File: src/rtl/pedal_plausibility_filter_macros.svh
// ---------------------------------------------------------------------------
// Pedal plausibility filter assertion macros
// Shared concurrent assertion forms for the pedal filter RTL.
// ---------------------------------------------------------------------------
`ifndef PEDAL_PLAUSIBILITY_FILTER_MACROS_SVH
`define PEDAL_PLAUSIBILITY_FILTER_MACROS_SVH

// Check a consequent in the same cycle as its antecedent
`define PPF_ASSERT_NOW(name, clk, rst, ante, cons, msg) \
  name: assert property (@(posedge clk) disable iff (rst) (ante) |-> (cons)) \
    else $error(msg);

// Check a consequent in the cycle after its antecedent
`define PPF_ASSERT_NEXT(name, clk, rst, ante, cons, msg) \
  name: assert property (@(posedge clk) disable iff (rst) (ante) |=> (cons)) \
    else $error(msg);

`endif

File: src/rtl/ppf_pkg.sv
// ---------------------------------------------------------------------------
// Pedal plausibility filter package
// Widths, constants, register indexes, sequencer states and word types.
// ---------------------------------------------------------------------------
package ppf_pkg;

  localparam int ADC_BITS   = 12;
  localparam int PCT_W      = 15;
  localparam int CNT_W      = 8;
  localparam int ALPHA_W    = 16;
  localparam int CFG_W      = 16;
  localparam int STEP_W     = 4;
  localparam int MUL_DIGITS = ALPHA_W / 2;

  localparam logic [PCT_W-1:0]   FULL_PCT  = 15'd25600;
  localparam logic [ALPHA_W-1:0] ALPHA_ONE = 16'd32768;
  localparam logic [CNT_W-1:0]   COUNT_MAX = 8'hFF;

  // Last step of the bit-serial divide and of the radix-4 multiply
  localparam logic [STEP_W-1:0] DIV_LAST = STEP_W'(PCT_W - 1);
  localparam logic [STEP_W-1:0] MUL_LAST = STEP_W'(MUL_DIGITS - 1);

  typedef enum logic [2:0] {
    REG_ADC_LOW,
    REG_ADC_HIGH,
    REG_TOLERANCE,
    REG_DEBOUNCE,
    REG_FLOOR,
    REG_CEILING,
    REG_ALPHA,
    REG_RISE
  } reg_index_t;

  typedef enum logic [2:0] {
    ST_IDLE,
    ST_CHECK,
    ST_LOAD,
    ST_DIV,
    ST_EMA,
    ST_MUL,
    ST_ACC,
    ST_FIN
  } state_t;

  typedef struct packed {
    logic [ADC_BITS-1:0] sample_a;
    logic [ADC_BITS-1:0] sample_b;
  } sample_t;

  typedef struct packed {
    logic [PCT_W-1:0] demand_percent;
    logic [PCT_W-1:0] filtered_percent;
    logic [PCT_W-1:0] converted_percent;
    logic             plausible;
    logic             contradiction;
    logic             rate_clamped;
  } result_t;

endpackage

File: src/rtl/pedal_plausibility_filter.sv
// ---------------------------------------------------------------------------
// Pedal plausibility filter
// Dual-sample pedal check, percent scaling, asymmetric EMA and rise limit.
// ---------------------------------------------------------------------------
// Usage:
//   sample channel (sample_valid/sample_ready/sample) carries one word with
//   two ADC readings of the pedal. result channel (result_valid/
//   result_ready/result) returns exactly one word per sample word.
//   cfg channel (cfg_valid/cfg_ready/cfg_index/cfg_data) writes the eight
//   setup registers; cfg_ready is high outside reset. Write only while idle.
// Sequence:
//   A disagreeing or range-faulted word goes from its check straight to the
//   result. A word between the low and high ADC points runs a 15-step
//   bit-serial divide; a seeded EMA that does not fall runs an 8-step
//   radix-4 multiply for its update. The divide and multiply sequencer
//   handles one word at a time.
// Reset (rst, synchronous): registers go to their defaults, the filter
//   state clears, the EMA is unprimed and no result is pending. Both
//   sample_ready and cfg_ready stay low while rst is high.
// Stall: a finished result waits in the output register while the next
//   sample word is taken and worked on; that word then holds in its last
//   step until the output register frees.
// ---------------------------------------------------------------------------
`include "pedal_plausibility_filter_macros.svh"

module pedal_plausibility_filter (
  input  logic                 clk,
  input  logic                 rst,
  input  logic                 sample_valid,
  output logic                 sample_ready,
  input  ppf_pkg::sample_t     sample,
  output logic                 result_valid,
  input  logic                 result_ready,
  output ppf_pkg::result_t     result,
  input  logic                 cfg_valid,
  output logic                 cfg_ready,
  input  ppf_pkg::reg_index_t  cfg_index,
  input  logic [ppf_pkg::CFG_W-1:0] cfg_data
);

  import ppf_pkg::*;

  // Setup registers
  logic [ADC_BITS-1:0] cfg_low;
  logic [ADC_BITS-1:0] cfg_high;
  logic [ADC_BITS-1:0] cfg_tol;
  logic [CNT_W-1:0]    cfg_debounce;
  logic [ADC_BITS-1:0] cfg_floor;
  logic [ADC_BITS-1:0] cfg_ceil;
  logic [ALPHA_W-1:0]  cfg_alpha;
  logic [PCT_W-1:0]    cfg_rise;

  // Filter state
  logic [PCT_W-1:0] demand_value;
  logic [PCT_W-1:0] ema_value;
  logic             ema_seeded;
  logic [CNT_W-1:0] disagree_count;
  logic [PCT_W-1:0] unfiltered_value;

  // Sequencer
  state_t state;
  state_t state_next;
  logic   out_load;

  // Working registers
  logic [ADC_BITS-1:0] samp_a;
  logic [ADC_BITS-1:0] samp_b;
  logic [ADC_BITS-1:0] x_off;
  logic [ADC_BITS-1:0] den;
  logic [ADC_BITS-1:0] rem;
  logic [PCT_W-1:0]    quo;
  logic [STEP_W-1:0]   step;
  logic [ALPHA_W-1:0]  alpha_sh;
  logic [PCT_W:0]      m1;
  logic [PCT_W+2:0]    m3;
  logic [PCT_W:0]      acc;
  logic                run_rate;
  logic                plaus_r;
  logic                contra_r;

  // Combinational datapath
  logic [ADC_BITS:0]   sum_ab;
  logic [ADC_BITS-1:0] avg;
  logic [ADC_BITS-1:0] diff;
  logic                disagree;
  logic                range_fault;
  logic                at_low;
  logic                at_high;
  logic [CNT_W-1:0]    count_inc;
  logic                contra_now;
  logic [ADC_BITS+6:0] x100;
  logic [ADC_BITS:0]   trial;
  logic [ADC_BITS:0]   trial_sub;
  logic                trial_ge;
  logic [PCT_W-1:0]    pct_gap;
  logic [PCT_W:0]      m1_new;
  logic [ALPHA_W-1:0]  alpha_sat;
  logic [PCT_W+2:0]    addend;
  logic [PCT_W+2:0]    mul_sum;
  logic [PCT_W-1:0]    rise_gap;
  logic                clamp;
  logic [PCT_W-1:0]    demand_fin;

  // Configuration writes
  assign cfg_ready = !rst;

  always_ff @(posedge clk) begin
    if (rst) begin
      cfg_low      <= '0;
      cfg_high     <= 12'd4095;
      cfg_tol      <= 12'd100;
      cfg_debounce <= 8'd3;
      cfg_floor    <= '0;
      cfg_ceil     <= 12'd4095;
      cfg_alpha    <= 16'd8192;
      cfg_rise     <= 15'd512;
    end else if (cfg_valid) begin
      unique case (cfg_index)
        REG_ADC_LOW:   cfg_low      <= cfg_data[ADC_BITS-1:0];
        REG_ADC_HIGH:  cfg_high     <= cfg_data[ADC_BITS-1:0];
        REG_TOLERANCE: cfg_tol      <= cfg_data[ADC_BITS-1:0];
        REG_DEBOUNCE:  cfg_debounce <= cfg_data[CNT_W-1:0];
        REG_FLOOR:     cfg_floor    <= cfg_data[ADC_BITS-1:0];
        REG_CEILING:   cfg_ceil     <= cfg_data[ADC_BITS-1:0];
        REG_ALPHA:     cfg_alpha    <= cfg_data[ALPHA_W-1:0];
        REG_RISE:      cfg_rise     <= cfg_data[PCT_W-1:0];
      endcase
    end
  end

  // Sample checks: difference, average, range
  assign sum_ab      = {1'b0, samp_a} + {1'b0, samp_b};
  assign avg         = sum_ab[ADC_BITS:1];
  assign diff        = (samp_a >= samp_b) ? (samp_a - samp_b) : (samp_b - samp_a);
  assign disagree    = diff > cfg_tol;
  assign range_fault = (avg < cfg_floor) || (avg > cfg_ceil);
  assign at_low      = avg <= cfg_low;
  assign at_high     = avg >= cfg_high;
  assign count_inc   = (disagree_count == COUNT_MAX) ? disagree_count
                                                     : disagree_count + 1'b1;
  assign contra_now  = count_inc >= cfg_debounce;

  // Offset times 100; the percent numerator is this shifted up by 8
  assign x100 = {1'b0, x_off, 6'b0} + {2'b0, x_off, 5'b0} + {5'b0, x_off, 2'b0};

  // One restoring divide step: remainder shifted, next numerator bit in
  assign trial     = {rem, quo[PCT_W-1]};
  assign trial_ge  = trial >= {1'b0, den};
  assign trial_sub = trial - {1'b0, den};

  // EMA multiply setup: twice the gap so the radix-4 result is the >>15 product
  assign pct_gap   = quo - ema_value;
  assign m1_new    = {pct_gap, 1'b0};
  assign alpha_sat = (cfg_alpha > ALPHA_ONE) ? ALPHA_ONE : cfg_alpha;

  // Radix-4 multiply digit, LSB first, accumulator shifts right each step
  always_comb begin
    unique case (alpha_sh[1:0])
      2'd0: addend = '0;
      2'd1: addend = {2'b0, m1};
      2'd2: addend = {1'b0, m1, 1'b0};
      2'd3: addend = m3;
    endcase
  end
  assign mul_sum = {2'b0, acc} + addend;

  // Rise limit on the demand
  assign rise_gap   = ema_value - demand_value;
  assign clamp      = (ema_value > demand_value) && (rise_gap > cfg_rise);
  assign demand_fin = !run_rate ? demand_value
                    : clamp     ? demand_value + cfg_rise
                                : ema_value;

  // Next state
  always_comb begin
    state_next = state;
    unique case (state)
      ST_IDLE:  if (sample_valid) state_next = ST_CHECK;
      ST_CHECK: begin
        if (disagree || range_fault) state_next = ST_FIN;
        else if (at_low || at_high)  state_next = ST_EMA;
        else                         state_next = ST_LOAD;
      end
      ST_LOAD:  state_next = ST_DIV;
      ST_DIV:   if (step == DIV_LAST) state_next = ST_EMA;
      ST_EMA:   state_next = (ema_seeded && quo >= ema_value) ? ST_MUL : ST_FIN;
      ST_MUL:   if (step == MUL_LAST) state_next = ST_ACC;
      ST_ACC:   state_next = ST_FIN;
      ST_FIN:   if (out_load) state_next = ST_IDLE;
    endcase
  end

  // Sequencer outputs
  always_comb begin
    sample_ready = 1'b0;
    out_load     = 1'b0;
    unique case (state)
      ST_IDLE: sample_ready = !rst;
      ST_FIN:  out_load     = !result_valid || result_ready;
      default: ;
    endcase
  end

  // Advance the sequencer and the filter state
  always_ff @(posedge clk) begin
    if (rst) begin
      state            <= ST_IDLE;
      result_valid     <= 1'b0;
      demand_value     <= '0;
      ema_value        <= '0;
      ema_seeded       <= 1'b0;
      disagree_count   <= '0;
      unfiltered_value <= '0;
    end else begin
      state <= state_next;
      if (out_load) begin
        result_valid <= 1'b1;
      end else if (result_ready) begin
        result_valid <= 1'b0;
      end
      unique case (state)
        ST_CHECK: begin
          if (disagree) begin
            disagree_count <= count_inc;
            if (contra_now) demand_value <= '0;
          end else begin
            disagree_count <= '0;
            if (range_fault) begin
              demand_value     <= '0;
              unfiltered_value <= '0;
              ema_value        <= '0;
              ema_seeded       <= 1'b0;
            end
          end
        end
        ST_EMA: begin
          unfiltered_value <= quo;
          ema_seeded       <= 1'b1;
          if (!(ema_seeded && quo >= ema_value)) ema_value <= quo;
        end
        ST_ACC:  ema_value <= ema_value + acc[PCT_W-1:0];
        ST_FIN:  if (out_load) demand_value <= demand_fin;
        default: ;
      endcase
    end
  end

  // Working registers and result word
  always_ff @(posedge clk) begin
    unique case (state)
      ST_IDLE: begin
        if (sample_valid) begin
          samp_a <= sample.sample_a;
          samp_b <= sample.sample_b;
        end
      end
      ST_CHECK: begin
        x_off    <= avg - cfg_low;
        den      <= cfg_high - cfg_low;
        quo      <= at_low ? '0 : FULL_PCT;
        run_rate <= !disagree && !range_fault;
        plaus_r  <= disagree ? !contra_now : !range_fault;
        contra_r <= disagree && contra_now;
      end
      ST_LOAD: begin
        rem  <= x100[ADC_BITS+6:7];
        quo  <= {x100[6:0], 8'b0};
        step <= '0;
      end
      ST_DIV: begin
        rem  <= trial_ge ? trial_sub[ADC_BITS-1:0] : trial[ADC_BITS-1:0];
        quo  <= {quo[PCT_W-2:0], trial_ge};
        step <= step + 1'b1;
      end
      ST_EMA: begin
        m1       <= m1_new;
        m3       <= {2'b0, m1_new} + {1'b0, m1_new, 1'b0};
        alpha_sh <= alpha_sat;
        acc      <= '0;
        step     <= '0;
      end
      ST_MUL: begin
        acc      <= mul_sum[PCT_W+2:2];
        alpha_sh <= {2'b0, alpha_sh[ALPHA_W-1:2]};
        step     <= step + 1'b1;
      end
      ST_FIN: begin
        if (out_load) begin
          result.demand_percent    <= demand_fin;
          result.filtered_percent  <= ema_value;
          result.converted_percent <= unfiltered_value;
          result.plausible         <= plaus_r;
          result.contradiction     <= contra_r;
          result.rate_clamped      <= run_rate && clamp;
        end
      end
      default: ;
    endcase
  end

  // Checks
  `PPF_ASSERT_NEXT(a_one_word, clk, rst, sample_valid && sample_ready, !sample_ready,
    "second word taken while one is in flight")
  `PPF_ASSERT_NOW(a_div_rem, clk, rst, state == ST_DIV, rem < den,
    "divide remainder out of range")
  `PPF_ASSERT_NOW(a_mul_acc, clk, rst, state == ST_MUL, (acc < m1) || (acc == '0),
    "multiply accumulator overgrown")
  `PPF_ASSERT_NOW(a_clamp_flags, clk, rst, result_valid && result.rate_clamped,
    result.plausible && !result.contradiction, "clamp flagged on a faulted word")

endmodule

File: config.mk
export PLATFORM = sky130hd
export DESIGN_NAME = pedal_plausibility_filter
export DESIGN_NICKNAME = d
export VERILOG_FILES = /design/src/rtl/ppf_pkg.sv /design/src/rtl/pedal_plausibility_filter.sv
export VERILOG_INCLUDE_DIRS = /design/src /design/src/rtl
export SDC_FILE = /design/constraint.sdc
export NUM_CORES = 1
export LEC_CHECK = 0
export ABC_AREA = 1
export BUFFER_PORTS_ARGS = -buffer_cell sky130_fd_sc_hd__buf_4
export CAP_MARGIN = 20
export CORE_MARGIN = 5
export CORE_UTILIZATION = 50
export DETAILED_ROUTE_END_ITERATION = 6
export GPL_ROUTABILITY_DRIVEN = 0
export MAX_ROUTING_LAYER = met4
export PLACE_DENSITY = 0.78
export SLEW_MARGIN = 20
export SYNTH_ARGS = -nofsm -noshare
export SYNTH_HDL_FRONTEND = slang
export SYNTH_SLANG_ARGS = --single-unit
File: constraint.sdc
create_clock -name clk -period 4.8 [get_ports clk]
set_clock_uncertainty 0.15 [all_clocks]
set_input_delay 0.48 -clock clk [delete_from_list [all_inputs] [get_ports clk]]
set_output_delay 0.48 -clock clk [all_outputs]
set_load 0.03 [all_outputs]
---- After elaboration in Yosys (flattened, before gate mapping) ----
Index checks and enable logic that the tools add are counted.
operators by class
  bitwise operators ....................... 0
  multiply operators ...................... 0
  reductions and logical operators ........ 41
  order comparisons ....................... 12
  equality and inequality tests ........... 29
  add/subtract/negate cells ............... 16
  shift operators ......................... 0
  multiplexer cells ....................... 39
  div/mod/pow operators ................... 0
operators with widths
  kind                                         number
  two-way mux 15 bit                           9
  case mux 15 bit (3 select lines)             2
  case mux 18 bit (4 select lines)             1
  case mux 16 bit (2 select lines)             2
  case mux 15 bit (2 select lines)             2
  subtractor 12 bit                            5
  adder 15 bit                                 2
  > comparator 15 bit                          2
  subtractor 15 bit                            2
  equality test 3 bit (second input constant)  8
  greater-or-equal comparator 12 bit           2
  > comparator 12 bit                          2
  two-way mux 12 bit                           2
  case mux 12 bit (2 select lines)             1
  case mux 3 bit (8 select lines)              1
  AND reduction 2 bit                          10
  adder 18 x 17 -> 19 bit                      1
  adder 19 x 14 -> 19 bit                      1
  adder 16 x 17 -> 18 bit                      1
  adder 16 x 18 -> 18 bit                      1
  two-way mux 3 bit                            6
  > comparator 16 bit (second input constant)  1
  two-way mux 16 bit                           1
  two-way mux 8 bit                            2
  other kinds (31)                             70
word-level totals
  register bits ........................... 352
  bits in writable memories ............... 0
  ROM bits ................................ 0
  logic and storage cells ................. 172
  input bits .............................. 48
  latch bits .............................. 0
  output and inout port bits .............. 51
  memories kept ........................... 0

---- Depth between registers and ports, before layout ----
Gate-level depths: netlist (run 1).
  depth in word-level cells ............... 7
  depth in mapped cells ................... 31
  gate-level depth less buffers ........... 30

---- Worst setup path before layout (run 1) ----
OpenSTA, ideal clock, no wires.
  path kind ............................... reg-to-reg
  start point ............................. register samp_a[1]
  end point ............................... register ema_value[2]
  data arrival time ....................... 3294 ps
  slack ................................... 1241 ps
  stages on the path, launching flop included .. 24
  library setup time ...................... 115 ps
  cell sequence ........................... edfxtp_1 > inv_1 > fa_1 > nor2_1 > o21ai_0 > nand2_1 > a21oi_1 > o31ai_1 > a21oi_1 > o21bai_1 > ha_1 > nand2_1 > inv_1 > nand2_1 > nor2_1 > nand2_1 > nand3_1 > nand2_1 > nand2_1 > o21ai_1 > inv_2 > buf_4 > a21oi_1 > nor2_1
between the ends
  longest elaborated chain between the ends .. 5
RTL lines
  what                                                     line                                                                RTL
  from (decl)                                              pedal_plausibility_filter.sv:66                                     logic [ADC_BITS-1:0] samp_a;
  from (signal assigned)                                   pedal_plausibility_filter.sv:253                                    samp_a <= sample.sample_a;
  subtractor 12 bit (tied with other cells)                pedal_plausibility_filter.sv:134                                    assign diff = (samp_a >= samp_b) ? (samp_a - samp_b) : (samp_b - samp_a);
  two-way mux 12 bit (tied with other cells)               pedal_plausibility_filter.sv:134
  > comparator 12 bit or logical OR 1 bit (tied branches)  pedal_plausibility_filter.sv:135, pedal_plausibility_filter.sv:136
  != test 2 bit (no source line)                           -
  AND reduction 4 bit (no source line) *                   -
  to (signal assigned)                                     pedal_plausibility_filter.sv:239                                    if (!(ema_seeded && quo >= ema_value)) ema_value <= quo;
  to (signal assigned)                                     pedal_plausibility_filter.sv:241                                    ST_ACC: ema_value <= ema_value + acc[PCT_W-1:0];
  to (decl)                                                pedal_plausibility_filter.sv:55                                     logic [PCT_W-1:0] ema_value;
Mark *: on every way between the ends. The rest lies on a longest branch, timed or not.
A chain may end at the register's enable or synchronous reset.

---- Final worst setup path (run 1) ----
  start point ............................. register samp_a[1]
  end point ............................... register ema_value[14]
The elaborated chain is that of the path after synthesis.

==> impl_metrics.csv, run 1 <==
group,metric,value,unit
hold_path,min_path_type,"in -> reg",
layout,drive_gt1_share,8.06,%
timing,hold_viol_final,0,
synth,postSynth.asyncResetShare,0,%
floorplan,dieHeight,227,microns
global_route,grt_antenna_before_repair,2,
hold_path,hold_start,"cfg_data[15]",
global_route,grt_max_degree,69,
synth,yosysUniqueCellTypes,53,
worst_setup_path,cp-startpoint,"samp_a[1]",
drt,drcViolationCount,1,
worst_setup_path,cp.arrival,4.80,ns
clock_tree,clock-root-buffer,"clkbuf_16",
job,cap_viol_max_count,0,
synth,synth_most_common_cell,"nand2_1",
timing,finalSetupTns,0,ns
timing,maxSlewHeadroom,25.5,%
drt,drtIter0Drc,1985,
run_status,outcome,"finished, violations left",
worst_setup_path,r2r_start,"samp_a[1]",
floorplan,initial_core_util,50.5,%
synth,synth_commonest_cells,"nand2_1 (689), inv_1 (441), a21oi_1 (303)",
drt,wl_per_cell,16.5,microns
layout,areaGrowthSynthToFinish,12.6,%
global_route,grt_usage,24.2,%
placed_design,place.port_buffers,98,
synth,synth_edf_count,193,
worst_setup_path,rr_worst_depth,22,
layout,nNetsFinal,3426,
floorplan,coreArea,0.0467,sq mm
layout,fin_area,0.0266,sq mm
synth,synthTopCellsByArea,"edfxtp_1 (25%), dfxtp_1 (13%), ha_1 (13%), nand2_1 (11%), inv_1 (7.0%)",
synth,synth_compound_area_share,13.9,%
global_route,overflow,0,
run_status,violations,"DRC",
worst_setup_path,crit_required,5.14,ns
clock_tree,worstSkewPairLatency,0.57,ns
global_route,grt_pass1_vias,19000,
timing,min_period_over_period,93.0,%
drt,vias,20500,
timing,fmax,224,MHz
synth,synth-main-ff-cell,"edfxtp_1",
drt,first_pass_iters,7,
worst_setup_path,rr_endpoint,"ema_value[14]",
synth,synth_mux_area_share,0.0477,%
clock_tree,cts_sinks,350,
floorplan,rows,79,
layout,fillerInstances,4192,
clock_tree,cts_max_level,2,
worst_setup_path,end_kind,"register",
drt,vias_per_cell,5.46,
power_and_ir_drop,leakage,12.2,nW
synth,syn_area,0.0236,sq mm
synth,synthSimpleGateAreaFrac,20.3,%
placed_design,dp_hpwl,45800,microns
timing,period_minus_slack,4.47,ns
synth,synth_fa_ha_area_share,14.9,%
worst_setup_path,cp_max_fo,16,
layout,stdcell_count,3748,
synth,yosys_warnings,0,
clock_tree,clk_pin_slew,0.06,ns
drt,ant_nets,0,
timing,grt_setup_unrepaired,"no",
floorplan,ios,99,
synth,syn_inst,2990,
global_route,grt_pass1_wl,97900,microns
synth,synth_nets,3307,
synth,synth_top_area_cell,"edfxtp_1",
synth,synth_top_family_by_area,"simple AND/OR/NAND/NOR gates",
placed_design,place_area,0.0249,sq mm
clock_tree,cts_tree,"done",
synth,syn_avg_cell_area,7.89,sq um
worst_setup_path,crit_type,"reg -> reg",
power_and_ir_drop,ir_drop,0.000458,V
worst_setup_path,crit_end,"ema_value[14]",
synth,yosysTopAreaCellShare,24.6,%
worst_setup_path,cp-start-kind,"register",
clock_tree,cts_max_path_buffers,3,
power_and_ir_drop,power.density,708,mW/mm^2
synth,ys_seq_area_share,37.9,%
floorplan,die-area,0.0516,sq mm
layout,final_util,56.9,%
timing,setup_viol,0,
floorplan,die_w,227,microns
worst_setup_path,rrSetupSlack,0.33,ns
synth,synth_xor_area_share,4.27,%
placed_design,dp_cells,3650,
timing,maxSlewViolCount,0,
synth,synth-seq-cells,350,
clock_tree,numCtsBuffers,40,
timing,worstMarginPinSlew,1.12,ns
drt,wirelength,61900,microns
-- metrics by stage --
stage	total power [mW]	setup slack (ns)	hold WS, ns
after CTS	18.7	0.297	0.0228
final	18.8	0.334	0.0439
after global routing	20.4	0.0264	0.0701
after global placement	15.2	0.446	0.253
after floorplan	13.0	1.24	0.250
after detailed placement	15.4	0.305	0.267
-- critical path, stage by stage, from the launching register on --
cell and delay, ns:
edfxtp_1 0.43, inv_1 0.14, fa_1 0.49, nor2_1 0.12, o21ai_0 0.09, nand2_1 0.14, a21oi_1 0.16, o31ai_1 0.36
xor2_1 0.17, inv_1 0.15, ha_1 0.33, nand2_1 0.05, inv_1 0.04, nand2_1 0.06, nor2_1 0.15, nand4_1 0.10
nand2_1 0.21, nand2_1 0.11, o21ai_1 0.28, inv_2 0.21, nand2_4 0.24, nand2_1 0.08, a21oi_1 0.14
-- repair_timing --
item | CTS | global route
resized for setup | 0 | 1
setup buffers | 0 | 0
hold endpoints to repair | 24 | 0
endpoints found under the setup margin | 0 | 30
hold buffers | 24 | 0
-- how the worst min path moves through the flow --
| stage | to | slack (ns) | cells past startpoint |
|---|---|---|---|
| global placement | result[1] | 0.25 | 0 |
| CTS | cfg_alpha[15] | 0.02 | 3 |
| floorplan | result[1] | 0.25 | 0 |
| finish | cfg_alpha[15] | 0.04 | 3 |
| global route | cfg_alpha[13] | 0.07 | 3 |
| detailed placement | result[3] | 0.27 | 0 |
-- layout make-up --
cell class                      instances  area (sq um)  area share [%]
Antenna cell                            1          2.50         0.00942
Multi-Input combinational cell       2116         12600            47.6
Clock buffer                           57          1180            4.43
Inverter                              455          1710            6.43
Tap cell                              607           759            2.86
Clock inverter                         16           186           0.702
Sequential cell                       350          8940            33.7
Timing Repair Buffer                  146          1160            4.35
-- where the power goes --
part | switching (mW) | internal [mW] | total [mW]
clock network | 1.29 | 1.88 | 3.17
logic | 6.96 | 3.90 | 10.9
registers | 0.413 | 4.35 | 4.76
total | 8.66 | 10.1 | 18.8
-- metal layers --
metal / global-route usage, % / part of all wire [%] / vias to the layer above
met5: - / 0 / -
met4: 8.08 / 3.5 / 0
met3: 3.31 / 8.2 / 144
met2: 38.1 / 45 / 802
met1: 32.6 / 43 / 9366
li1: - / - / 10200
-- logic make-up (layout without fill, tap and decap cells) --
logic type / after synthesis / count (layout)
simple gates: 1138 / 1138
buf+inv: 524 / 674
fa+ha+maj: 269 / 269
other cells: 0 / 1
xor+xnor: 115 / 115
flops: 350 / 350
compound gates: 593 / 593
mux: 1 / 1
-- placed cells by master, fill, tap and decap left out, types with 76 or more instances in the layout --
master	netlist	layout
nand2_1	689	689
inv_1	441	440
a21oi_1	303	303
ha_1	248	248
edfxtp_1	193	193
nor2_1	187	186
o21ai_0	163	163
nand3_1	159	159
dfxtp_1	157	157
buf_4	7	122
xor2_1	76	76
-- registers in the layout, indices dropped and copies added (netlist names), 15 cells and up --
signal,cells
result,48
acc,16
alpha_sh,16
cfg_alpha,16
m3,16
cfg_rise,15
demand_value,15
ema_value,15
m1,15
quo,15
unfiltered_value,15
Power figures use the tool's default switching activity.
==> inputs of run 2 (changes only) <==
Settings changed: CORE_MARGIN 5 to 8.
==> run 2 against run 1 <==
Net effect: the flow now finishes without violations; core utilization is 0.086 points higher; via count is 0.18% higher; routed wire length is 1.8% higher; register-to-register slack better by 0.13 ns; critical path depth is 2 higher; setup slack better by 0.13 ns; fmax is 2.9% higher; sequential power hardly changed; final area hardly changed; sequential share of layout area hardly changed; count of clock-buffer cells in the layout is 1 higher; critical endpoint is now ema_value[11]; largest power group unchanged.
==> impl_metrics.csv, run 2 (synthesized netlist as in run 1, its figures left out) <==
group,metric,value,unit
layout,largest_register_ffs,48,
floorplan,initial_core_util,50.7,%
power_and_ir_drop,ir_drop,0.000545,V
worst_setup_path,cp-start-kind,"register",
power_and_ir_drop,netSwitchingPower,8.67,mW
placed_design,dp_hpwl,47600,microns
timing,worstMarginPinSlew,0.956,ns
power_and_ir_drop,p_sw_share,46.4,%
floorplan,die-area,0.0544,sq mm
power_and_ir_drop,power.internal,10.0,mW
placed_design,dpl_worst_slack,0.399,ns
floorplan,ios,99,
layout,drive_gt1_share,8.05,%
drt,drcViolationCount,0,
global_route,grt_pass1_vias,19600,
clock_tree,clk_pin_slew,0.06,ns
layout,nNetsFinal,3429,
power_and_ir_drop,seqPwrFrac,25.6,%
worst_setup_path,cp.arrival,4.67,ns
worst_setup_path,crit_required,5.13,ns
run_status,outcome,"complete, no violations",
drt,wl_per_cell,16.8,microns
global_route,grt_usage,23.5,%
global_route,overflow,0,
floorplan,coreArea,0.0466,sq mm
floorplan,rows,79,
power_and_ir_drop,leakage,12.2,nW
timing,setup_viol,0,
timing,finalSetupTns,0,ns
drt,drtIter0Drc,1706,
global_route,grt_pass1_wl,100000,microns
timing,maxSlewViolCount,0,
clock_tree,cts_tree,"done",
drt,wirelength,63000,microns
floorplan,dieHeight,233,microns
worst_setup_path,end_kind,"register",
hold_path,min_path_type,"in -> reg",
global_route,grt_max_degree,69,
power_and_ir_drop,power.density,704,mW/mm^2
worst_setup_path,cp_max_fo,16,
timing,min_period_over_period,90.4,%
floorplan,die_w,233,microns
global_route,grt_antenna_before_repair,3,
timing,maxSlewHeadroom,36.0,%
drt,vias_per_cell,5.46,
drt,ant_nets,0,
drt,vias,20500,
power_and_ir_drop,comb_power_share,58.1,%
clock_tree,cts_sinks,350,
drt,first_pass_iters,5,
layout,areaGrowthSynthToFinish,12.5,%
timing,grt_setup_unrepaired,"no",
layout,layout.cells.most_common_list,"nand2_1 (689), inv_1 (440), a21oi_1 (303)",
placed_design,place.port_buffers,98,
timing,hold_viol_final,0,
layout,layout_commonest_cell,"nand2_1",
timing,period_minus_slack,4.34,ns
power_and_ir_drop,power_frac_clock,16.3,%
clock_tree,clock-root-buffer,"clkbuf_16",
timing,fmax,230,MHz
clock_tree,cts_max_path_buffers,3,
clock_tree,cts_setup_buffers,0,
clock_tree,worstSkewPairLatency,0.58,ns
job,cap_viol_max_count,0,
timing,fin_ws,0.461,ns
worst_setup_path,crit_type,"reg -> reg",
clock_tree,numCtsBuffers,40,
layout,regMostFlops,"result",
clock_tree,cts_max_level,2,
-- run 2: changes by cell type in the layout (fill, tap and decap cells not counted), moves of 2 or more --
cell,before,now
buf_4,122,124
bufinv_16,3,0
clkbuf_1,7,9
clkbuf_16,41,45
clkbuf_8,9,4
clkinv_1,2,4
clkinv_2,5,8
-- run 2: what timing repair did --
action	in CTS	in global routing
hold buffers	24	0
setup endpoints to repair	0	1
resized for setup	0	1
endpoints found under the hold margin	24	0
-- run 2: worst paths after layout --
path	start	to	slack [ns]	cells past startpoint
hold reg to reg	unfiltered_value[3]	result[6]	0.26	0
hold / removal	cfg_data[13]	cfg_alpha[13]	0.05	3
setup reg to reg	samp_a[1]	ema_value[11]	0.46	24
setup / recovery	samp_a[1]	ema_value[11]	0.46	24
-- run 2: metal layers --
metal | vias up | global-route usage (%) | routed length, microns
met3 | 167 | 2.88 | 4890
met2 | 770 | 38.4 | 28800
li1 | 10200 | - | -
met4 | 0 | 10.5 | 2920
met5 | - | - | 0
met1 | 9386 | 29.2 | 26400
-- run 2: stage by stage --
| stage | std cells | utilization, % | power, mW | area, sq um | hold WS, ns |
|---|---|---|---|---|---|
| CTS | 3751 | 57.0 | 18.6 | 26500 | 0.0185 |
| floorplan | 2990 | - | 13.0 | 23600 | 0.250 |
| detailed placement | 3653 | 53.6 | 15.5 | 25000 | 0.268 |
| global placement | 3653 | 53.6 | 15.2 | 25000 | 0.253 |
| global route | 3753 | 57.0 | 20.3 | 26500 | 0.0561 |
| finish | 3753 | 57.0 | 18.7 | 26500 | 0.0479 |
-- run 2: cell type report --
class	instances	area (sq um)
sequential	350	8940
clock buffer	58	1210
antenna	2	5.00
multi-input combinational	2116	12600
clock inverter	16	96.3
timing repair buffer	149	1190
fill	4112	20000
tap	607	759
inverter	455	1710
-- run 2: critical path: stages, from the launching register on --
cell and delay (ns):
edfxtp_1 0.42, inv_1 0.13, fa_1 0.48, nor2_1 0.12, o21ai_0 0.09, nand2_1 0.13
a21oi_1 0.13, o31ai_1 0.36, a21oi_1 0.13, o21bai_2 0.22, ha_1 0.29, nand2_1 0.08
inv_1 0.04, nand2_1 0.07, nor2_1 0.06, nand2_1 0.06, nand3_1 0.06, nand2_1 0.18
nand2_1 0.11, o21ai_1 0.30, inv_2 0.21, nand2_4 0.24, nand2_1 0.08, nand2_1 0.06
nor2_1 0.05
-- run 2: power groups by stage --
| stage | registers, mW | clock network, mW | logic [mW] |
|---|---|---|---|
| floorplan | 4.68 | 0 | 8.37 |
| global placement | 4.82 | 0 | 10.4 |
| detailed placement | 4.84 | 0 | 10.7 |
| CTS | 4.78 | 3.08 | 10.8 |
| global route | 4.84 | 3.19 | 12.3 |
| finish | 4.79 | 3.05 | 10.9 |
